### src/design/opsr_pkg.sv
// ----------------------------------------------------------------------------
// opsr_pkg
// Types, codes and helper functions of the operator-precedence parser.
// ----------------------------------------------------------------------------
package opsr_pkg;

	localparam int SYM_W       = 3;
	localparam int ACT_W       = 3;
	localparam int DEPTH_W     = 5;
	localparam int CFG_W       = 64;
	localparam int CFG_IDX_W   = 2;
	localparam int REL_W       = 2;
	localparam int REL_TABLE_W = 2 * CFG_W;

	localparam int DEF_STACK_DEPTH  = 16;
	localparam int DEF_SYMBOL_COUNT = 8;

	localparam int QUEUE_DEPTH = 2;
	localparam int QPTR_W      = $clog2(QUEUE_DEPTH);
	localparam int QCNT_W      = $clog2(QUEUE_DEPTH + 1);

	// Configuration register indexes.
	localparam logic [CFG_IDX_W-1:0] CFG_REL_LOW  = 2'd0;
	localparam logic [CFG_IDX_W-1:0] CFG_REL_HIGH = 2'd1;
	localparam logic [CFG_IDX_W-1:0] CFG_END_SYM  = 2'd2;

	// Input operation codes.
	localparam logic OP_START  = 1'b0;
	localparam logic OP_SYMBOL = 1'b1;

	typedef enum logic [REL_W-1:0] {
		REL_NONE = 2'd0,
		REL_GT   = 2'd1,
		REL_EQ   = 2'd2,
		REL_LT   = 2'd3
	} rel_t;

	typedef enum logic [ACT_W-1:0] {
		ACT_STARTED   = 3'd0,
		ACT_SHIFTED   = 3'd1,
		ACT_POPPED    = 3'd2,
		ACT_ACCEPTED  = 3'd3,
		ACT_NOREL     = 3'd4,
		ACT_OVERFLOW  = 3'd5,
		ACT_UNDERFLOW = 3'd6,
		ACT_IDLE      = 3'd7
	} act_t;

	typedef enum logic [1:0] {
		ST_IDLE,
		ST_DECIDE,
		ST_POP,
		ST_UNDER
	} back_state_t;

	typedef enum logic [3:0] {
		STEP_NONE,
		STEP_START,
		STEP_REPLY_IDLE,
		STEP_UNDER,
		STEP_ACCEPT,
		STEP_SHIFT,
		STEP_OVERFLOW,
		STEP_NOREL,
		STEP_POP
	} step_t;

	// One classified input item.
	typedef struct packed {
		logic             start;
		logic [SYM_W-1:0] sym;
		logic             sym_ok;
		logic             sym_end;
	} item_t;

	typedef struct packed {
		logic  push;
		item_t item;
	} queue_wr_t;

	typedef struct packed {
		logic  valid;
		item_t item;
	} queue_rd_t;

	function automatic logic sym_in_range(input logic [SYM_W-1:0] s,
		input logic [SYM_W:0] limit);
		return {1'b0, s} < limit;
	endfunction

	// Entry index is incoming * 8 + top, two bits per entry.
	function automatic rel_t rel_lookup(input logic [REL_TABLE_W-1:0] tbl,
		input logic [SYM_W-1:0] incoming, input logic [SYM_W-1:0] top);
		logic [2*SYM_W:0] bit_idx;
		bit_idx = {incoming, top, 1'b0};
		return rel_t'(tbl[bit_idx +: REL_W]);
	endfunction

endpackage

### src/design/opsr_front.sv
// ----------------------------------------------------------------------------
// opsr_front
// Input handshake and classification of each word before it is queued.
// ----------------------------------------------------------------------------
module opsr_front
	import opsr_pkg::*;
#(
	parameter int SYMBOL_COUNT = DEF_SYMBOL_COUNT
) (
	input  logic             in_valid,
	output logic             in_ready,
	input  logic             operation,
	input  logic [SYM_W-1:0] symbol,
	input  logic [SYM_W-1:0] end_symbol,
	input  logic             queue_full,
	output queue_wr_t        wr
);

	localparam logic [SYM_W:0] SYM_LIMIT = (SYM_W + 1)'(SYMBOL_COUNT);

	assign in_ready = !queue_full;

	always_comb begin
		wr.push         = in_valid && !queue_full;
		wr.item.start   = (operation == OP_START);
		wr.item.sym     = symbol;
		wr.item.sym_ok  = sym_in_range(symbol, SYM_LIMIT);
		wr.item.sym_end = (symbol == end_symbol);
	end

endmodule

### src/design/opsr_queue.sv
// ----------------------------------------------------------------------------
// opsr_queue
// Short queue of classified items between the front and the back end.
// ----------------------------------------------------------------------------
module opsr_queue
	import opsr_pkg::*;
(
	input  logic      clk,
	input  logic      arst_n,
	input  queue_wr_t wr,
	output logic      full,
	input  logic      deq,
	output queue_rd_t head
);

	item_t              entries_q [QUEUE_DEPTH];
	logic [QPTR_W-1:0]  wr_ptr_q;
	logic [QPTR_W-1:0]  rd_ptr_q;
	logic [QCNT_W-1:0]  fill_q;
	logic               do_pop;

	assign full       = (fill_q == QCNT_W'(QUEUE_DEPTH));
	assign head.valid = (fill_q != '0);
	assign head.item  = entries_q[rd_ptr_q];
	assign do_pop     = deq && head.valid;

	function automatic logic [QPTR_W-1:0] next_ptr(input logic [QPTR_W-1:0] p);
		return (p == QPTR_W'(QUEUE_DEPTH - 1)) ? '0 : p + QPTR_W'(1);
	endfunction

	always_ff @(posedge clk or negedge arst_n) begin
		if (!arst_n) begin
			wr_ptr_q <= '0;
			rd_ptr_q <= '0;
			fill_q   <= '0;
		end else begin
			if (wr.push) begin
				wr_ptr_q <= next_ptr(wr_ptr_q);
			end
			if (do_pop) begin
				rd_ptr_q <= next_ptr(rd_ptr_q);
			end
			if (wr.push && !do_pop) begin
				fill_q <= fill_q + QCNT_W'(1);
			end else if (!wr.push && do_pop) begin
				fill_q <= fill_q - QCNT_W'(1);
			end
		end
	end

	always_ff @(posedge clk) begin
		if (wr.push) begin
			entries_q[wr_ptr_q] <= wr.item;
		end
	end

endmodule

### src/design/opsr_back.sv
// ----------------------------------------------------------------------------
// opsr_back
// Stack sequencer: decides, shifts and pops one step per cycle while the
// result register is free, and drives the registered result channel.
// ----------------------------------------------------------------------------
module opsr_back
	import opsr_pkg::*;
#(
	parameter int STACK_DEPTH  = DEF_STACK_DEPTH,
	parameter int SYMBOL_COUNT = DEF_SYMBOL_COUNT
) (
	input  logic                   clk,
	input  logic                   arst_n,
	input  logic [REL_TABLE_W-1:0] rel_table,
	input  logic [SYM_W-1:0]       end_symbol,
	input  queue_rd_t              head,
	output logic                   deq,
	output logic                   out_valid,
	input  logic                   out_ready,
	output logic [ACT_W-1:0]       action,
	output logic [SYM_W-1:0]       result_symbol,
	output logic [DEPTH_W-1:0]     stack_depth,
	output logic                   last
);

	localparam int CNT_W  = $clog2(STACK_DEPTH + 1);
	localparam int ADDR_W = $clog2(STACK_DEPTH);
	localparam logic [SYM_W:0] SYM_LIMIT = (SYM_W + 1)'(SYMBOL_COUNT);

	back_state_t state_q, state_d;
	step_t       step, decide_step;

	logic             running_q;
	logic [CNT_W-1:0] count_q;
	// The top entry and the one below it live in registers; the rest in memory.
	logic [SYM_W-1:0] top_q;
	logic [SYM_W-1:0] below_q;
	logic [SYM_W-1:0] stack_mem [STACK_DEPTH];
	logic [SYM_W-1:0] sym_q;
	logic             sym_ok_q;
	logic             sym_end_q;

	logic             out_valid_q;
	logic [ACT_W-1:0] action_q;
	logic [SYM_W-1:0] result_symbol_q;
	logic [DEPTH_W-1:0] stack_depth_q;
	logic             last_q;

	logic [SYM_W-1:0] cur_sym;
	logic             cur_ok;
	logic             cur_end;
	rel_t             rel_in;
	rel_t             rel_pop;
	logic             can_emit;
	logic             stack_full;
	logic [CNT_W-1:0] wr_idx;
	logic [CNT_W-1:0] rd_idx;

	act_t             emit_act;
	logic [SYM_W-1:0] emit_sym;
	logic [CNT_W-1:0] emit_depth;
	logic             emit_last;

	assign cur_sym  = (state_q == ST_IDLE) ? head.item.sym     : sym_q;
	assign cur_ok   = (state_q == ST_IDLE) ? head.item.sym_ok  : sym_ok_q;
	assign cur_end  = (state_q == ST_IDLE) ? head.item.sym_end : sym_end_q;

	assign rel_in  = (cur_ok && sym_in_range(top_q, SYM_LIMIT))
		? rel_lookup(rel_table, cur_sym, top_q) : REL_NONE;
	assign rel_pop = (sym_in_range(top_q, SYM_LIMIT) && sym_in_range(below_q, SYM_LIMIT))
		? rel_lookup(rel_table, top_q, below_q) : REL_NONE;

	assign can_emit   = !out_valid_q || out_ready;
	assign stack_full = (count_q >= CNT_W'(STACK_DEPTH));
	assign wr_idx     = count_q - CNT_W'(1);
	assign rd_idx     = count_q - CNT_W'(3);

	// A reduce relation performs its first pop in the same cycle.
	always_comb begin
		if (count_q == '0) begin
			decide_step = STEP_UNDER;
		end else if (cur_end && (top_q == end_symbol)) begin
			decide_step = STEP_ACCEPT;
		end else begin
			unique case (rel_in) inside
				REL_GT, REL_EQ: decide_step = stack_full ? STEP_OVERFLOW : STEP_SHIFT;
				REL_LT:         decide_step = STEP_POP;
				default:        decide_step = STEP_NOREL;
			endcase
		end
	end

	always_comb begin
		step = STEP_NONE;
		if (can_emit) begin
			unique case (state_q)
				ST_IDLE: begin
					if (head.valid) begin
						if (head.item.start) begin
							step = STEP_START;
						end else if (!running_q) begin
							step = STEP_REPLY_IDLE;
						end else begin
							step = decide_step;
						end
					end
				end
				ST_DECIDE: step = decide_step;
				ST_POP:    step = STEP_POP;
				ST_UNDER:  step = STEP_UNDER;
				default:   step = STEP_NONE;
			endcase
		end
	end

	// Next state.
	always_comb begin
		state_d = state_q;
		unique case (step)
			STEP_NONE: state_d = state_q;
			STEP_POP: begin
				if (count_q == CNT_W'(1)) begin
					state_d = ST_UNDER;
				end else if (rel_pop == REL_GT) begin
					state_d = ST_DECIDE;
				end else begin
					state_d = ST_POP;
				end
			end
			default: state_d = ST_IDLE;
		endcase
	end

	// Outputs of the sequencer.
	always_comb begin
		deq        = (state_q == ST_IDLE) && (step != STEP_NONE);
		emit_act   = ACT_IDLE;
		emit_sym   = '0;
		emit_depth = count_q;
		emit_last  = 1'b1;
		unique case (step)
			STEP_START: begin
				emit_act   = ACT_STARTED;
				emit_depth = CNT_W'(1);
			end
			STEP_REPLY_IDLE: emit_act = ACT_IDLE;
			STEP_UNDER: begin
				emit_act   = ACT_UNDERFLOW;
				emit_depth = '0;
			end
			STEP_ACCEPT:   emit_act = ACT_ACCEPTED;
			STEP_OVERFLOW: emit_act = ACT_OVERFLOW;
			STEP_NOREL:    emit_act = ACT_NOREL;
			STEP_SHIFT: begin
				emit_act   = ACT_SHIFTED;
				emit_sym   = cur_sym;
				emit_depth = count_q + CNT_W'(1);
			end
			STEP_POP: begin
				emit_act   = ACT_POPPED;
				emit_sym   = top_q;
				emit_depth = count_q - CNT_W'(1);
				emit_last  = 1'b0;
			end
			default: emit_last = 1'b1;
		endcase
	end

	always_ff @(posedge clk or negedge arst_n) begin
		if (!arst_n) begin
			state_q     <= ST_IDLE;
			running_q   <= 1'b0;
			count_q     <= '0;
			out_valid_q <= 1'b0;
		end else begin
			state_q <= state_d;
			if (step != STEP_NONE) begin
				out_valid_q <= 1'b1;
			end else if (out_ready) begin
				out_valid_q <= 1'b0;
			end
			case (step) inside
				STEP_START: begin
					running_q <= 1'b1;
					count_q   <= CNT_W'(1);
				end
				STEP_UNDER: begin
					running_q <= 1'b0;
					count_q   <= '0;
				end
				STEP_ACCEPT, STEP_OVERFLOW, STEP_NOREL: running_q <= 1'b0;
				STEP_SHIFT: count_q <= count_q + CNT_W'(1);
				STEP_POP:   count_q <= count_q - CNT_W'(1);
				default: ;
			endcase
		end
	end

	always_ff @(posedge clk) begin
		if (deq) begin
			sym_q     <= head.item.sym;
			sym_ok_q  <= head.item.sym_ok;
			sym_end_q <= head.item.sym_end;
		end
		case (step) inside
			STEP_START: top_q <= end_symbol;
			STEP_SHIFT: begin
				stack_mem[wr_idx[ADDR_W-1:0]] <= top_q;
				below_q <= top_q;
				top_q   <= cur_sym;
			end
			STEP_POP: begin
				top_q   <= below_q;
				below_q <= stack_mem[rd_idx[ADDR_W-1:0]];
			end
			default: ;
		endcase
		if (step != STEP_NONE) begin
			action_q        <= emit_act;
			result_symbol_q <= emit_sym;
			stack_depth_q   <= DEPTH_W'(emit_depth);
			last_q          <= emit_last;
		end
	end

	assign out_valid     = out_valid_q;
	assign action        = action_q;
	assign result_symbol = result_symbol_q;
	assign stack_depth   = stack_depth_q;
	assign last          = last_q;

endmodule

### src/design/operator_precedence_shift_reduce_top.sv
// ----------------------------------------------------------------------------
// operator_precedence_shift_reduce_top
// Operator-precedence shift-reduce parser over 3-bit symbol indices. Input
// words enter a two-entry queue on the edge they are accepted, so up to two
// items can wait while the back end works. The back end produces one result
// word per cycle whenever the output register is free: start, shift, accept
// and every error yield one result word, and a reduction yields one more
// word for each symbol popped (plus the underflow word if the stack empties).
// The stack memory sees at most one push or pop per result word. The stack
// needs no clearing after reset; configuration is taken at any time on the
// configuration channel, which is always ready.
// ----------------------------------------------------------------------------
module operator_precedence_shift_reduce_top
	import opsr_pkg::*;
#(
	parameter int STACK_DEPTH  = DEF_STACK_DEPTH,
	parameter int SYMBOL_COUNT = DEF_SYMBOL_COUNT
) (
	input  logic                 clk,
	input  logic                 arst_n,
	input  logic                 in_valid,
	output logic                 in_ready,
	input  logic                 operation,
	input  logic [SYM_W-1:0]     symbol,
	output logic                 out_valid,
	input  logic                 out_ready,
	output logic [ACT_W-1:0]     action,
	output logic [SYM_W-1:0]     result_symbol,
	output logic [DEPTH_W-1:0]   stack_depth,
	output logic                 last,
	input  logic                 cfg_valid,
	output logic                 cfg_ready,
	input  logic [CFG_IDX_W-1:0] cfg_index,
	input  logic [CFG_W-1:0]     cfg_data
);

	logic [CFG_W-1:0] rel_low_q;
	logic [CFG_W-1:0] rel_high_q;
	logic [SYM_W-1:0] end_sym_q;

	queue_wr_t q_wr;
	queue_rd_t q_head;
	logic      q_full;
	logic      q_deq;

	assign cfg_ready = 1'b1;

	always_ff @(posedge clk or negedge arst_n) begin
		if (!arst_n) begin
			rel_low_q  <= '0;
			rel_high_q <= '0;
			end_sym_q  <= '0;
		end else if (cfg_valid && cfg_ready) begin
			case (cfg_index)
				CFG_REL_LOW:  rel_low_q  <= cfg_data;
				CFG_REL_HIGH: rel_high_q <= cfg_data;
				CFG_END_SYM:  end_sym_q  <= cfg_data[SYM_W-1:0];
				default: ;
			endcase
		end
	end

	opsr_front #(
		.SYMBOL_COUNT(SYMBOL_COUNT)
	) u_front (
		.in_valid  (in_valid),
		.in_ready  (in_ready),
		.operation (operation),
		.symbol    (symbol),
		.end_symbol(end_sym_q),
		.queue_full(q_full),
		.wr        (q_wr)
	);

	opsr_queue u_queue (
		.clk   (clk),
		.arst_n(arst_n),
		.wr    (q_wr),
		.full  (q_full),
		.deq   (q_deq),
		.head  (q_head)
	);

	opsr_back #(
		.STACK_DEPTH (STACK_DEPTH),
		.SYMBOL_COUNT(SYMBOL_COUNT)
	) u_back (
		.clk          (clk),
		.arst_n       (arst_n),
		.rel_table    ({rel_high_q, rel_low_q}),
		.end_symbol   (end_sym_q),
		.head         (q_head),
		.deq          (q_deq),
		.out_valid    (out_valid),
		.out_ready    (out_ready),
		.action       (action),
		.result_symbol(result_symbol),
		.stack_depth  (stack_depth),
		.last         (last)
	);

endmodule

### config.mk
export PLATFORM = sky130hd
export DESIGN_NAME = operator_precedence_shift_reduce_top
export DESIGN_NICKNAME = d
export VERILOG_FILES = /design/src/design/opsr_pkg.sv /design/src/design/opsr_front.sv /design/src/design/opsr_queue.sv /design/src/design/opsr_back.sv /design/src/design/operator_precedence_shift_reduce_top.sv
export SDC_FILE = /design/constraint.sdc
export NUM_CORES = 1
export LEC_CHECK = 0
export ABC_AREA = 1
export BUFFER_PORTS_ARGS = -buffer_cell sky130_fd_sc_hd__clkbuf_2
export CAP_MARGIN = 20
export CORE_MARGIN = 3
export CORE_UTILIZATION = 56
export CTS_CLUSTER_DIAMETER = 120
export DETAILED_ROUTE_END_ITERATION = 6
export GPL_ROUTABILITY_DRIVEN = 0
export GPL_TIMING_DRIVEN = 0
export PLACE_DENSITY_LB_ADDON = 0.12
export SLEW_MARGIN = 0
export SYNTH_ARGS = -nofsm -noshare
export SYNTH_HDL_FRONTEND = slang
export SYNTH_SLANG_ARGS = --single-unit
### constraint.sdc
create_clock -name clk -period 7.12 [get_ports clk]
set_input_delay 0.356 -clock clk [delete_from_list [all_inputs] [get_ports clk]]
set_output_delay 0.356 -clock clk [all_outputs]
set_load 0.02 [all_outputs]
Word level (Yosys, flattened, before mapping)
Memory sizes are Yosys's and may differ from the RTL's.
Cells that the tools add are included.
Storage, ports and cells
  bits in registers: 167
  memory bits (writable): 58
  input port bits: 75
  output and inout port bits: 15
  logic and storage cells: 128
  memories: 2
Memories
  u_back.stack_mem: depth 16, bits a word 3, rd ports 1, clocked after memory_dff 0, write ports 1, line opsr_back.sv:38  | logic [SYM_W-1:0] stack_mem [STACK_DEPTH];
  u_queue.entries_q: depth 2, bits a word 5, rd ports 1, clocked after memory_dff 0, write ports 1, line opsr_queue.sv:16  | item_t entries_q [QUEUE_DEPTH];
Operators by class
  add/sub/neg operators: 7
  order comparisons: 1
  equal/unequal tests: 21
  shifts and indexed selects: 2
  mux-type cells: 44
  bitwise gates (word level): 2
  reductions and logical operators: 30
Operators by type and width (number)
  128-bit by 8-bit variable part select with 2-bit output: 2
  5-bit 2-to-1 mux: 5
  4-bit 2-to-1 mux: 6
  3-bit one-hot mux with 7 select lines: 1
  5-bit one-hot mux with 4 select lines: 1
  3-bit 2-to-1 mux: 6
  4-bit by 3-bit equality test with 1-bit output, second input constant: 4
  4-bit one-hot mux with 4 select lines: 1
  1-bit 2-to-1 mux: 15
  2-bit equality test, second input constant: 6
  2-bit 2-to-1 mux: 6
  2-bit AND reduction: 5
  2-bit by 1-bit equality test with 1-bit output, second input constant: 4
  4-bit one-hot mux with 2 select lines: 1
  2-bit nonzero test: 4
  4-bit nonzero test: 2
  3-bit equality test: 2
  1-bit logical AND: 6
  3-bit one-hot mux with 2 select lines: 1
  3-bit nonzero test: 2
  5-bit by 1-bit adder with 5-bit output, second input constant: 1
  5-bit by 1-bit equality test with 1-bit output, second input constant: 1
  5-bit greater-or-equal comparator, second input constant: 1
  5-bit logical NOT: 1
  17 further kinds: 23

Longest topological paths before layout
  depth in word-level cells: 20
  depth in mapped cells: 27
  gate-level depth less buffers: 26

Modules after synthesis
A second synthesis with hierarchy kept.
Second synthesis, totals
  cells, all modules: 1459
  area total of the unflattened synthesis: 12203.0 um^2
By module, submodules not included
  opsr_back: instances 1, cells an instance 802, area each 5949.5 um^2, seq. area each 2357.3 um^2
  operator_precedence_shift_reduce_top: instances 1, cells an instance 580, area each 5502.8 um^2, seq. area each 3278.1 um^2
  opsr_queue: instances 1, cells an instance 59, area each 658.1 um^2, seq. area each 460.4 um^2
  opsr_front: instances 1, cells an instance 18, area each 92.6 um^2, seq. area each 0.0 um^2

Least setup slack after synthesis
No wires, ideal clock.
  path kind: register -> register
  start: register u_back.top_q[2]
  end: register u_queue.fill_q[1]
  setup time: 124 ps
  arrival time: 3946 ps
  data required time: 6996 ps
  slack: 3049 ps
  cell stages (with the launch flop): 25
  buffers on the path: 3
  period minus slack after synthesis: 4071 ps
  path through: edfxtp_1 > buf_2 > inv_2 > clkbuf_1 > buf_1 > o221ai_1 > o211ai_1 > nand3_1 > nand3_1 > nand2_1 > ha_1 > o21ai_0 > nand2_1 > nand2_1 > nand2_1 > nand2_1 > nand2_1 > nand2_2 > nand2_2 > nand3_1 > nand2_1 > ha_1 > a21oi_1 > o21ai_0 > xnor2_1
Between the ends
  longest elaborated chain between the ends: 18
  elaborated cells on any way between the ends: 24
  those cells by class: eq/ne (4); shift (1); mux (10); reduce/logical (9)
RTL lines
  start: declaration: line opsr_back.sv:36  | logic [SYM_W-1:0] top_q;
  start signal: assignment: line opsr_back.sv:206  | STEP_START: top_q <= end_symbol;
  start signal: assignment: line opsr_back.sv:210  | top_q <= cur_sym;
  start signal: assignment: line opsr_back.sv:213  | top_q <= below_q;
  128-bit by 8-bit variable part select with 2-bit output: line opsr_pkg.sv:96  | return rel_t'(tbl[bit_idx +: REL_W]);
  2-bit 2-to-1 mux: line opsr_back.sv:69  | ? rel_lookup(rel_table, cur_sym, top_q) : REL_NONE;
  2-bit equality test (no source line) / 2-bit by 1-bit equality test with 1-bit output (equally long branches)
  2-bit OR reduction: line opsr_back.sv:85  | unique case (rel_in) inside
  4-bit one-hot mux with 2 select lines: line opsr_back.sv:85
  4-bit 2-to-1 mux (*): line opsr_back.sv:82  | end else if (cur_end && (top_q == end_symbol)) begin
  4-bit 2-to-1 mux (*): line opsr_back.sv:80  | if (count_q == '0) begin
  4-bit 2-to-1 mux: line opsr_back.sv:101  | end else if (!running_q) begin
  [... 2 more ...]
  4-bit one-hot mux with 4 select lines (*): line opsr_back.sv:96  | unique case (state_q)
  4-bit 2-to-1 mux (*): line opsr_back.sv:95  | if (can_emit) begin
  4-bit nonzero test (*): line opsr_back.sv:136  | deq = (state_q == ST_IDLE) && (step != STEP_NONE);
  1-bit logical AND (*): line opsr_back.sv:136
  1-bit logical AND (*): line opsr_queue.sv:25  | assign do_pop = deq && head.valid;
  1-bit logical NOT: line opsr_queue.sv:43  | if (wr.push && !do_pop) begin
  1-bit logical AND: line opsr_queue.sv:43
  2-bit 2-to-1 mux / 2-bit nonzero test (equally long branches)
  end signal: assignment: line opsr_queue.sv:44  | fill_q <= fill_q + QCNT_W'(1);
  end signal: assignment: line opsr_queue.sv:46  | fill_q <= fill_q - QCNT_W'(1);
  end: declaration: line opsr_queue.sv:19  | logic [QCNT_W-1:0] fill_q;
Mark *: on every way between the ends. The rest lies on a longest branch, timed or not.
A chain may end at the register's enable or synchronous reset.

Worst setup path after layout
Same ends and word-level chain as after synthesis.

==> flow_summary.json <==
{
  "cpMaxStageDelayCell": "edfxtp_1",
  "routedWlPerCell_um": 18.6,
  "grt_setup_unrepaired": "false",
  "synth_seq_cells": 224,
  "r2r_slack_ps": 1420,
  "timing.final.crit_share": 0.801,
  "die_area_mm2": 0.0218,
  "cts-resized-gates": 0,
  "boundaryPins": 90,
  "critPathMostFrequentCell": "nand2_1",
  "io_buffer_count": 88,
  "antenna_found_initial": 0,
  "timing.final.crit_period_ps": 5700,
  "violations": "DRC",
  "fp.dieW_um": 148,
  "fin_cells": 1744,
  "hp-class": "in -> reg",
  "clock-sinks": 224,
  "grt_pass1_wl_mm": 50.8,
  "numCtsBuffers": 24,
  "core-area_mm2": 0.0196,
  "report.final.slew_viol_count": 0,
  "finalSetupViolations": 0,
  "crit_arrival_ps": 6100,
  "critPathKind": "reg -> reg",
  "final_hold_viol_count": 0,
  "routed-via-count": 10300,
  "netlist_area_mm2": 0.0112,
  "first_pass_iters": 7,
  "grt_max_degree": 86,
  "syn_avg_cell_area_um2": 8.34,
  "vias_per_cell": 5.90,
  "synth_simple_gate_area_share": 0.182,
  "p_leak_nw": 5.97,
  "grt_overflow": 0,
  "synth_compound_area_frac": 0.179,
  "num_rows": 51,
  "start_kind": "flip-flop",
  "power_density_mw_per_mm2": 474,
  "start_util": 0.573,
  "fmaxAchievable_mhz": 175,
  "finalNetCount": 1544,
  "yosysWarnings": 0,
  "grt_pass1_vias": 9736,
  "slew_headroom": 0.280,
  "dpl.hpwl_mm": 22.4,
  "cap_violations": 0,
  "drc": 4,
  "insertion_delay_ps": 530,
  "ant_nets": 0,
  "tns_ps": 0,
  "worst_pin_slew_ps": 1070,
  "critical_path_required_ps": 7520,
  "yosys.area_share.adder": 0.00892,
  "synth_top_family_by_area": "simple AND/OR/NAND/NOR gates",
  "drt_iter0_drc": 1212,
  "die-height_um": 148,
  "synth_cells": 1345,
  "cp-end-kind": "flip-flop",
  "crit_chain": "buf_2 -> inv_2 -> clkbuf_1 -> buf_1 -> o221ai_1 -> o211ai_1 -> nand3_1 -> nand3_1 -> nand2_1 -> ha_1 -> o21ai_0 -> nand2_1 -> nand2_1 -> nand2_1 -> nand2_1 -> nand2_1 -> nand2_2 -> nand2_2 -> nand3_1 -> nand2_1 -> ha_1 -> a21oi_1 -> o21ai_0 -> xnor2_1",
  "drive_gt1_frac": 0.105,
  "fin_skew_ps": 16.2,
  "yosysSeqAreaShare": 0.535,
  "synth_xor_area_frac": 0.0101,
  "synth_mux_area_frac": 0,
  "syn_to_final_growth_pct": 14.8,
  "total_power_mw": 6.10,
  "routed_wl_mm": 32.4,
  "clockBufferDepth": 3,
  "clk_pin_slew_ps": 60,
  "synth_fp_nets": 1428,
  "synth_cell_types": 40,
  "cts-htree-levels": 1,
  "slowest_delay_ps": 670,
  "grt_usage": 0.293,
  "cts_root_buffer": "clkbuf_16",
  "final_core_util": 0.658,
  "outcome": "finished with violations",
  "dp.cells": 1699,
  "cts_tree": "yes",
  "n_antenna_cell": 0,
  "vdd.ir_drop.worst_mv": 0.224,
  "crit_fanout": 17
}
-- worst max-delay path: cells and delay by family, from the launching register on --
kind | cells | cell delay [ps]
buffers and inverters | 4 | 1550
XOR/XNOR | 1 | 140
adder cells (fa/ha/maj) | 2 | 680
AO/OA/AOI/OAI | 5 | 820
AND/OR/NAND/NOR | 12 | 1700
flip-flops | 1 | 670
-- synth_stat cells, drive strengths merged --
cell type    n  area, um^2
a21oi       44         224
a31oi        3        18.8
buf         12        70.1
clkbuf      65         244
clkinv       3        11.3
conb         1        3.75
dfrtp      144        3600
edfxtp      80        2400
ha           8         100
inv        166         623
nand2      261         992
nand3      102         533
nand3b       4        30.0
nand4        5        37.5
nor2        90         353
nor3         8        40.0
nor3b        6        45.0
o2111ai      1        8.76
o211ai      13        97.6
o21a         1        7.51
o21ai      282        1410
o21bai       1        7.51
o221ai      16         140
o22ai       10        62.6
o31ai        4        30.0
or2          2        12.5
xnor2        3        26.3
xor2        10        87.6
-- worst paths after layout --
check | from | to | cells after the start
worst max-delay path | u_back.top_q[2] | u_queue.fill_q[1] | 24
min in group asynchronous | arst_n | u_queue.fill_q[0] | 2
max in group asynchronous | arst_n | rel_high_q[33] | 3
worst min-delay path | symbol[2] | u_queue.entries_q[0][3] | 1
worst min register to register | rel_low_q[42] | rel_low_q[42] | 2
worst max register to register | u_back.top_q[2] | u_queue.fill_q[1] | 24
-- cell families after synthesis --
group	Yosys count
xor+xnor	13
buf+inv	246
other cells	1
simple gates	478
compound gates	375
flops	224
fa+ha+maj	8
-- where the power goes --
| part | internal, mW | switching (mW) | total (mW) |
|---|---|---|---|
| clock | 0.808 | 0.516 | 1.32 |
| combinational | 0.837 | 2.00 | 2.84 |
| sequential | 1.73 | 0.204 | 1.94 |
-- metrics by stage --
| stage | setup WS (ps) | hold WS (ps) | cell area [um^2] |
|---|---|---|---|
| 2_1_floorplan | 3050 | 60.4 | 11200 |
| 3_3_place_gp | 1680 | 468 | 12000 |
| 3_5_place_dp | 1590 | 362 | 12000 |
| 4_1_cts | 1600 | 46.8 | 12900 |
| 5_1_grt | 1170 | 53.0 | 12900 |
| 6_report | 1420 | 56.0 | 12900 |
-- per-layer routing --
metal  part of all wire  GRT usage  wire [um]  vias up
met4              0.048      0.119       1560        0
met1               0.38      0.380      12400     4810
met5                  0          0          0        -
met2               0.47      0.483      15200      597
li1                   -          -          -     4732
met3               0.10     0.0656       3280      148
-- cell usage in the layout (no fill, tap or decap), types with 5 or more instances in the layout --
| master | instances |
|---|---|
| a21oi_1 | 43 |
| buf_2 | 5 |
| clkbuf_1 | 68 |
| clkbuf_16 | 25 |
| clkbuf_2 | 87 |
| clkinv_2 | 7 |
| dfrtp_1 | 144 |
| edfxtp_1 | 80 |
| ha_1 | 8 |
| inv_1 | 162 |
| nand2_1 | 256 |
| nand2_2 | 5 |
| nand3_1 | 99 |
| nor2_1 | 88 |
| nor3_1 | 8 |
| nor3b_1 | 6 |
| o211ai_1 | 13 |
| o21ai_0 | 279 |
| o221ai_1 | 16 |
| o22ai_1 | 10 |
| xor2_1 | 10 |
-- final cells by class --
| type | instances | area, um^2 |
|---|---|---|
| clock inverter | 14 | 179 |
| timing repair buffer | 90 | 487 |
| sequential | 224 | 6010 |
| tap | 265 | 332 |
| fill | 1693 | 6710 |
| clock buffer | 30 | 664 |
| multi-input combinational | 875 | 4270 |
| buffer | 77 | 314 |
| inverter | 169 | 634 |
-- registers in the layout, summed over array words and instances (netlist names), 2 cells and up --
register,flops
end_sym_q,3
rel_high_q,64
rel_low_q,64
u_back.action,3
u_back.below_q,3
u_back.count_q,5
u_back.result_symbol,3
u_back.stack_depth,5
u_back.stack_mem,48
u_back.state_q,2
u_back.sym_q,3
u_back.top_q,3
u_queue.entries_q,10
u_queue.fill_q,2
-- repair_timing --
| action | in CTS | in global routing |
|---|---|---|
| hold endpoints to repair | 59 | 0 |
| setup endpoints to repair | 0 | 0 |
| hold buffers | 1 | 0 |
| setup buffers | 0 | 0 |
Note: power is estimated with default switching activity, not from simulation.
